File: src/hw/rtl/dsnd_pkg.sv
// shared types, constants and the month length table for the date stepper
// no dependencies; used by dsnd_step and date_step_next_previous_day
package dsnd_pkg;

    localparam int unsigned DATE_W = 27;
    localparam int unsigned YEAR_W = 14;
    localparam int unsigned MON_W  = 4;
    localparam int unsigned DAY_W  = 5;
    localparam int unsigned RAW_W  = 7;   // two decimal digits before clamping
    localparam int unsigned CENT_W = 8;
    localparam int unsigned DIR_W  = 2;
    localparam int unsigned TDATA_W = 32;

    localparam logic [DIR_W-1:0] DIR_NONE = 2'b00;
    localparam logic [DIR_W-1:0] DIR_FWD  = 2'b01;

    localparam logic [YEAR_W-1:0] YEAR_MAX = 14'd9999;
    localparam logic [MON_W-1:0]  MON_JAN  = 4'd1;
    localparam logic [MON_W-1:0]  MON_FEB  = 4'd2;
    localparam logic [MON_W-1:0]  MON_APR  = 4'd4;
    localparam logic [MON_W-1:0]  MON_JUN  = 4'd6;
    localparam logic [MON_W-1:0]  MON_SEP  = 4'd9;
    localparam logic [MON_W-1:0]  MON_NOV  = 4'd11;
    localparam logic [MON_W-1:0]  MON_DEC  = 4'd12;
    localparam logic [DAY_W-1:0]  DAY_FIRST = 5'd1;
    localparam logic [DAY_W-1:0]  DAY_DEC_LAST = 5'd31;

    // reciprocals: x/10000 = (x>>4)/625, x/100 = (x>>2)/25
    localparam int unsigned DIV625_SH = 33;
    localparam logic [23:0] DIV625_MUL = 24'd13743896;
    localparam int unsigned DIV25_SH  = 16;
    localparam logic [11:0] DIV25_MUL  = 12'd2622;

    localparam logic [DATE_W-1:0] DATE_LAST = 27'd99991231;
    localparam logic [DATE_W-1:0] DATE_FIRST = 27'd101;

    // decimal fields after the split, before clamping
    typedef struct packed {
        logic [YEAR_W-1:0] year;
        logic [CENT_W-1:0] cent;   // year / 100
        logic [RAW_W-1:0]  mon;
        logic [RAW_W-1:0]  day;
        logic [DIR_W-1:0]  dir;
    } t_split;

    typedef struct packed {
        logic [YEAR_W-1:0] year;
        logic [MON_W-1:0]  mon;
        logic [DAY_W-1:0]  day;
        logic              err;
    } t_ymd;

    function automatic logic [DAY_W-1:0] month_days(input logic [MON_W-1:0] mon,
                                                    input logic leap);
        logic [DAY_W-1:0] len;
        case (mon)
            MON_FEB: len = leap ? 5'd29 : 5'd28;
            MON_APR, MON_JUN, MON_SEP, MON_NOV: len = 5'd30;
            default: len = 5'd31;
        endcase
        return len;
    endfunction

endpackage

File: src/hw/rtl/dsnd_step.sv
// clamps split date fields and moves the date one day forward or back, or keeps it for the none code
// depends on dsnd_pkg (types, month length table)
module dsnd_step (
    input  dsnd_pkg::t_split i_split,
    output dsnd_pkg::t_ymd   o_ymd
);
    import dsnd_pkg::*;

    logic              cent0;
    logic              leap;
    logic [MON_W-1:0]  mon;
    logic [MON_W-1:0]  mon_prev;
    logic [DAY_W-1:0]  len;
    logic [DAY_W-1:0]  day;
    logic [YEAR_W-1:0] cent_x100;

    assign cent_x100 = YEAR_W'({6'd0, i_split.cent} * 14'd100);
    assign cent0 = (cent_x100 == i_split.year);
    // gregorian rule: every fourth year, centuries only when divisible by 400
    assign leap  = cent0 ? (i_split.cent[1:0] == 2'b00) : (i_split.year[1:0] == 2'b00);

    always_comb begin
        if (i_split.mon == '0) begin
            mon = MON_JAN;
        end else if (i_split.mon > RAW_W'(MON_DEC)) begin
            mon = MON_DEC;
        end else begin
            mon = i_split.mon[MON_W-1:0];
        end
    end

    assign mon_prev = mon - MON_JAN;
    assign len = month_days(mon, leap);

    always_comb begin
        if (i_split.day == '0) begin
            day = DAY_FIRST;
        end else if (i_split.day > RAW_W'(len)) begin
            day = len;
        end else begin
            day = i_split.day[DAY_W-1:0];
        end
    end

    always_comb begin
        o_ymd.year = i_split.year;
        o_ymd.mon  = mon;
        o_ymd.day  = day;
        o_ymd.err  = 1'b0;
        if (i_split.year > YEAR_MAX) begin
            o_ymd.year = YEAR_MAX;
            o_ymd.mon  = MON_DEC;
            o_ymd.day  = DAY_DEC_LAST;
            o_ymd.err  = 1'b1;
        end else if (i_split.dir == DIR_FWD) begin
            if (day < len) begin
                o_ymd.day = day + DAY_FIRST;
            end else if (mon < MON_DEC) begin
                o_ymd.mon = mon + MON_JAN;
                o_ymd.day = DAY_FIRST;
            end else if (i_split.year < YEAR_MAX) begin
                o_ymd.year = i_split.year + 14'd1;
                o_ymd.mon  = MON_JAN;
                o_ymd.day  = DAY_FIRST;
            end else begin
                o_ymd.err = 1'b1;
            end
        end else if (i_split.dir[1]) begin
            // both negative codes step back
            if (day > DAY_FIRST) begin
                o_ymd.day = day - DAY_FIRST;
            end else if (mon > MON_JAN) begin
                o_ymd.mon = mon_prev;
                o_ymd.day = month_days(mon_prev, leap);
            end else if (i_split.year != '0) begin
                o_ymd.year = i_split.year - 14'd1;
                o_ymd.mon  = MON_DEC;
                o_ymd.day  = DAY_DEC_LAST;
            end else begin
                o_ymd.err = 1'b1;
            end
        end
    end

endmodule

File: src/hw/rtl/date_step_next_previous_day.sv
// channel  dir  tdata bits (low first)                         last  user
// s        in   packed_date[26:0], step_dir[28:27], zero[31:29]  -     -
// m        out  new_date[26:0], range_error[27], zero[31:28]      -     -
//
// one item per cycle sustained while m does not stall; the result passes through
// the six register stages (input, decimal split, step and repack)
// reset clears only the stage valid bits; payload registers are not reset
// a stall on m holds the full stages; empty stages keep filling, so s stays
// ready until all six stages hold an item
// depends on dsnd_pkg and dsnd_step
module date_step_next_previous_day (
    input  logic                           i_clk,
    input  logic                           i_rst_n,
    input  logic                           i_s_tvalid,
    output logic                           o_s_tready,
    input  logic [dsnd_pkg::TDATA_W-1:0]   i_s_tdata,   // packed_date, step_dir
    output logic                           o_m_tvalid,
    input  logic                           i_m_tready,
    output logic [dsnd_pkg::TDATA_W-1:0]   o_m_tdata    // new_date, range_error
);
    import dsnd_pkg::*;

    localparam int unsigned NSTG = 6;

    logic [NSTG-1:0] r_vld;
    logic [NSTG-1:0] n_vld;
    logic [NSTG-1:0] load;

    logic [DATE_W-1:0] r1_date;
    logic [DIR_W-1:0]  r1_dir;
    logic [DATE_W-1:0] r2_date;
    logic [DIR_W-1:0]  r2_dir;
    logic [YEAR_W-1:0] r2_year;
    logic [YEAR_W-1:0] r3_year;
    logic [YEAR_W-1:0] r3_rem;
    logic [DIR_W-1:0]  r3_dir;
    t_split            r4_split;
    t_ymd              r5_ymd;
    logic [DATE_W-1:0] r6_date;
    logic              r6_err;

    logic [46:0]       n_yprod;
    logic [DATE_W-1:0] n_rem;
    logic [23:0]       n_mprod;
    logic [23:0]       n_cprod;
    logic [RAW_W-1:0]  n_mon;
    logic [YEAR_W-1:0] n_day;
    t_split            n_split;
    t_ymd              n_ymd;
    logic [DATE_W-1:0] n_date;

    // a stage loads when it is empty or its content moves on
    always_comb begin
        load[NSTG-1] = !r_vld[NSTG-1] || i_m_tready;
        for (int i = NSTG - 2; i >= 0; i--) begin
            load[i] = !r_vld[i] || load[i+1];
        end
        n_vld = r_vld;
        if (load[0]) begin
            n_vld[0] = i_s_tvalid;
        end
        for (int i = 1; i < NSTG; i++) begin
            if (load[i]) begin
                n_vld[i] = r_vld[i-1];
            end
        end
    end

    always_ff @(posedge i_clk) begin
        if (!i_rst_n) begin
            r_vld <= '0;
        end else begin
            r_vld <= n_vld;
        end
    end

    // year = date / 10000
    assign n_yprod = 47'(r1_date[DATE_W-1:4]) * 47'(DIV625_MUL);
    // remainder below 10000
    assign n_rem = r2_date - DATE_W'(r2_year) * DATE_W'(10000);
    // month digits = rem / 100, century = year / 100
    assign n_mprod = 24'(r3_rem[YEAR_W-1:2]) * 24'(DIV25_MUL);
    assign n_cprod = 24'(r3_year[YEAR_W-1:2]) * 24'(DIV25_MUL);
    assign n_mon   = n_mprod[DIV25_SH +: RAW_W];
    assign n_day   = r3_rem - YEAR_W'(n_mon) * YEAR_W'(100);

    always_comb begin
        n_split.year = r3_year;
        n_split.cent = n_cprod[DIV25_SH +: CENT_W];
        n_split.mon  = n_mon;
        n_split.day  = n_day[RAW_W-1:0];
        n_split.dir  = r3_dir;
    end

    dsnd_step u_step (
        .i_split (r4_split),
        .o_ymd   (n_ymd)
    );

    assign n_date = DATE_W'(r5_ymd.year) * DATE_W'(10000)
                  + DATE_W'(r5_ymd.mon) * DATE_W'(100)
                  + DATE_W'(r5_ymd.day);

    always_ff @(posedge i_clk) begin
        if (load[0]) begin
            r1_date <= i_s_tdata[DATE_W-1:0];
            r1_dir  <= i_s_tdata[DATE_W +: DIR_W];
        end
        if (load[1]) begin
            r2_date <= r1_date;
            r2_dir  <= r1_dir;
            r2_year <= n_yprod[DIV625_SH +: YEAR_W];
        end
        if (load[2]) begin
            r3_year <= r2_year;
            r3_rem  <= n_rem[YEAR_W-1:0];
            r3_dir  <= r2_dir;
        end
        if (load[3]) begin
            r4_split <= n_split;
        end
        if (load[4]) begin
            r5_ymd <= n_ymd;
        end
        if (load[5]) begin
            r6_date <= n_date;
            r6_err  <= r5_ymd.err;
        end
    end

    assign o_s_tready = load[0];
    assign o_m_tvalid = r_vld[NSTG-1];
    assign o_m_tdata  = {{(TDATA_W - DATE_W - 1){1'b0}}, r6_err, r6_date};

    // input is refused only when every stage is occupied
    a_full_when_stalled: assert property (@(posedge i_clk) disable iff (!i_rst_n)
        !o_s_tready |-> (&r_vld))
        else $error("input refused with an empty stage");

    // a range error leaves the date clamped at one end of the calendar
    a_err_clamped: assert property (@(posedge i_clk) disable iff (!i_rst_n)
        o_m_tvalid && o_m_tdata[DATE_W] |->
            (o_m_tdata[DATE_W-1:0] == DATE_LAST || o_m_tdata[DATE_W-1:0] == DATE_FIRST))
        else $error("range error on an unclamped date");

    // results never pass the last representable date
    a_date_bound: assert property (@(posedge i_clk) disable iff (!i_rst_n)
        o_m_tvalid |-> (o_m_tdata[DATE_W-1:0] <= DATE_LAST))
        else $error("result date out of range");

    // an item in the step stage reaches the output stage next cycle unless stalled
    a_step_advance: assert property (@(posedge i_clk) disable iff (!i_rst_n)
        r_vld[NSTG-2] && load[NSTG-2] |=> r_vld[NSTG-1])
        else $error("item lost between step and output stages");

endmodule

File: config.mk
export PLATFORM = sky130hd
export DESIGN_NAME = date_step_next_previous_day
export DESIGN_NICKNAME = d
export VERILOG_FILES = /design/src/hw/rtl/dsnd_pkg.sv /design/src/hw/rtl/dsnd_step.sv /design/src/hw/rtl/date_step_next_previous_day.sv
export SDC_FILE = /design/constraint.sdc
export NUM_CORES = 1
export LEC_CHECK = 0
export ABC_AREA = 1
export CORE_MARGIN = 2
export CORE_UTILIZATION = 40
export DETAILED_ROUTE_END_ITERATION = 6
export DONT_BUFFER_PORTS = 1
export GPL_ROUTABILITY_DRIVEN = 0
export PLACE_DENSITY_LB_ADDON = 0.08
export SYNTH_ARGS = -nofsm -noshare
export SYNTH_HDL_FRONTEND = slang
export SYNTH_SLANG_ARGS = --single-unit
File: constraint.sdc
create_clock -name i_clk -period 5.9 [get_ports i_clk]
set_input_delay 1.18 -clock i_clk [delete_from_list [all_inputs] [get_ports i_clk]]
set_output_delay 1.18 -clock i_clk [all_outputs]
set_load 0.02 [all_outputs]
==> flow_summary.yaml <==
hold_path:
  min_to: "r2_date[0]"
  hold_path.class: "flip-flop to flip-flop"
  hold_start: "r1_date[0]"
  holdPathStages: 0
yosys:
  synth_area_leaders: "ha_1 24%, fa_1 23%, edfxtp_1 20%"
  synth-async-reset-ratio_pct: 0
  yosysTopAreaCell: "ha_1"
  synth_cell_type_count: 62
  synth_area_per_cell_um2: 9.28
  ys_warn_count: 0
  syn_area_mm2: 0.0271
  ys.flop_type: "edfxtp_1"
  synthCells: 2924
  synth_top_area_share_pct: 24.0
  yosys-top-cells-count: "675 x inv_1, 521 x ha_1, 387 x nand2_1, 311 x fa_1, 179 x edfxtp_1"
  ys_ff_latch: 185
  ys_seq_area_share_pct: 20.3
  yosysMostFrequentCell: "inv_1"
  synth_enable_flop_cells: 179
route:
  drt_iter0_markers: 870
  ant_nets: 0
  via_per_inst: 4.89
  drc: 0
  drt_pre_antenna_iters: 5
  vias: 19600
  routed_wl_um: 67100
  wl_per_cell_um: 16.7
placement:
  numPortBuffers: 0
  place_hpwl_um: 57200
  dp_worst_setup_slack_ps: -222
floorplan:
  dieArea_mm2: 0.0699
  die_y_um: 264
  initial_core_util_pct: 40.4
  die_w_um: 264
  row_count: 95
  core_area_mm2: 0.0672
  io_pins: 70
sta:
  finalHoldViolations: 0
  max_clock_freq_ghz: 0.170
  slew_violations: 0
  finalClockSkew_ps: 14.6
  setup_viol: 0
  fin_ws_ps: 28.2
  period_share_pct: 99.5
  tightest_slew_ps: 879
  slew_headroom_pct: 41.4
  fin_crit_ps: 5870
  rsz0062_at_grt: "true"
clock_network:
  hold_buffers: 0
  clk_pin_slew_ps: 80
  clk_latency_ps: 500
  cts_buffers: 17
  cts_tree: "yes"
  cts.sinks: 185
  h-tree-depth: 4
  clk_path_buf_depth: 2
  cts-root-buf: "clkbuf_16"
final_layout:
  layout-drive-gt1-share_pct: 13.7
  num_antenna_cells: 0
  final_net_count: 3991
  fillCellCount: 6426
  area_delta_synth_final_pct: 14.3
critical_path:
  reg2reg_slack_ps: 30
  worstSetupPathType: "flip-flop to flip-flop"
  cp-start-kind: "flip-flop"
  crit_fanout: 4
  cp.required_ps: 6140
  end_kind: "flip-flop"
  critPathArrivalTime_ps: 6110
  worstReg2RegStart: "r1_date[16]"
  r2r_cells: 19
  reg2reg_to: "r2_year[5]"
flow_run:
  max-cap-violations: 0
global_routing:
  grt_pass1_vias: 20600
  grt_pass1_wl_um: 108000
  overflow: 0
  grt_usage_pct: 19.8
  antenna_found_initial: 0
  grt_max_degree: 41
outcome:
  status: "finished, final reports clean"
repair_timing:
item | CTS | global route
pin swaps | 15 | 64
endpoints found under the setup margin | 10 | 36
gates resized for setup | 30 | 119
hold endpoints to repair | 0 | 0
setup buffers | 15 | 31
how the worst max path moves through the flow:
stage                start           to  slack [ps]  cells past startpoint
6_report       r1_date[16]   r2_year[5]          30                     19
2_1_floorplan   r1_date[7]  r2_year[12]         230                     21
3_3_place_gp    r1_date[7]  r2_year[12]        -260                     21
3_5_place_dp    r1_date[7]  r2_year[12]        -220                     21
4_1_cts        r1_date[14]   r2_year[8]         -10                     20
5_1_grt         r3_rem[11]  r4_split[8]        -130                     27
cell families after synthesis:
family	count (synthesis)	share of synthesized area, %
fa+ha+maj	832	47.0
buf+inv	734	10.4
simple gates	718	11.5
compound gates	336	6.94
flops	185	20.3
xor+xnor	118	3.95
other cells	1	0.0138
through the flow:
step	std cells	TNS [ps]	utilization, %	cell area, um2	hold slack (ps)
after floorplan	2927	0	-	27200	400
after global placement	3931	-1220	43.6	29300	401
after detailed placement	3931	-1140	43.6	29300	405
after CTS	3978	-31.0	44.9	30200	424
after global routing	4009	-852	46.2	31000	427
final	4009	0	46.2	31000	424
worst max-delay path, cell delays in order (launching register included):
cell      delay, ps
edfxtp_1        530
ha_4            280
buf_4           150
fa_1            490
fa_1            510
inv_1            50
fa_1            470
inv_1            50
fa_1            500
fa_1            520
fa_1            580
ha_4            230
nand2_1         180
o21a_1          200
o221ai_2        120
a21oi_2         150
nand2_2          90
a21o_1          230
buf_6           140
xor2_1          130
area by class of cell:
cell class	instances	area, um2	area share, %
Tap cell	873	1090	3.52
Clock buffer	17	425	1.37
Multi-Input combinational cell	2008	19500	63.0
Inverter	697	2630	8.47
Sequential cell	185	5500	17.7
Timing Repair Buffer	214	1650	5.33
Clock inverter	15	175	0.565
per-layer routing:
metal | vias to the layer above | GRT usage (%) | routed length (um)
li1 | 9767 | - | -
met1 | 9516 | 23.7 | 28900
met2 | 225 | 36.3 | 34700
met3 | 81 | 2.42 | 1430
met4 | 0 | 7.19 | 2140
met5 | - | 0 | 0
cell usage in the layout, fill, tap and decap left out, types with 9 or more instances in the layout:
master	synthesis	final
ha_4	0	28
xnor2_1	31	31
o21ai_0	111	106
nand3_2	3	9
clkbuf_16	0	17
edfxtp_1	179	179
nor2_1	128	125
a21oi_2	4	21
a21oi_1	135	115
ha_1	521	489
a31oi_1	11	10
inv_1	675	665
inv_2	19	26
fa_2	0	9
fa_1	311	302
buf_6	1	12
nand2_2	9	24
nor3_1	20	17
nand3_1	102	96
nand4_1	21	21
nor2_2	11	14
buf_4	12	202
xor2_1	82	81
o21ai_1	21	23
nand2_1	387	369
flip-flops by register name (all words and copies together), names as in the netlist:
register	count
r6_date	27
r3_dir	2
r1_dir	2
r_vld	6
r3_year	14
r2_dir	2
r5_ymd	24
r4_split	38
r2_year	14
r1_date	27
r6_err	1
r2_date	14
r3_rem	14
Power is not shown: default switching activity piles up to over one toggle a cycle in this logic, so the estimate is an artifact.
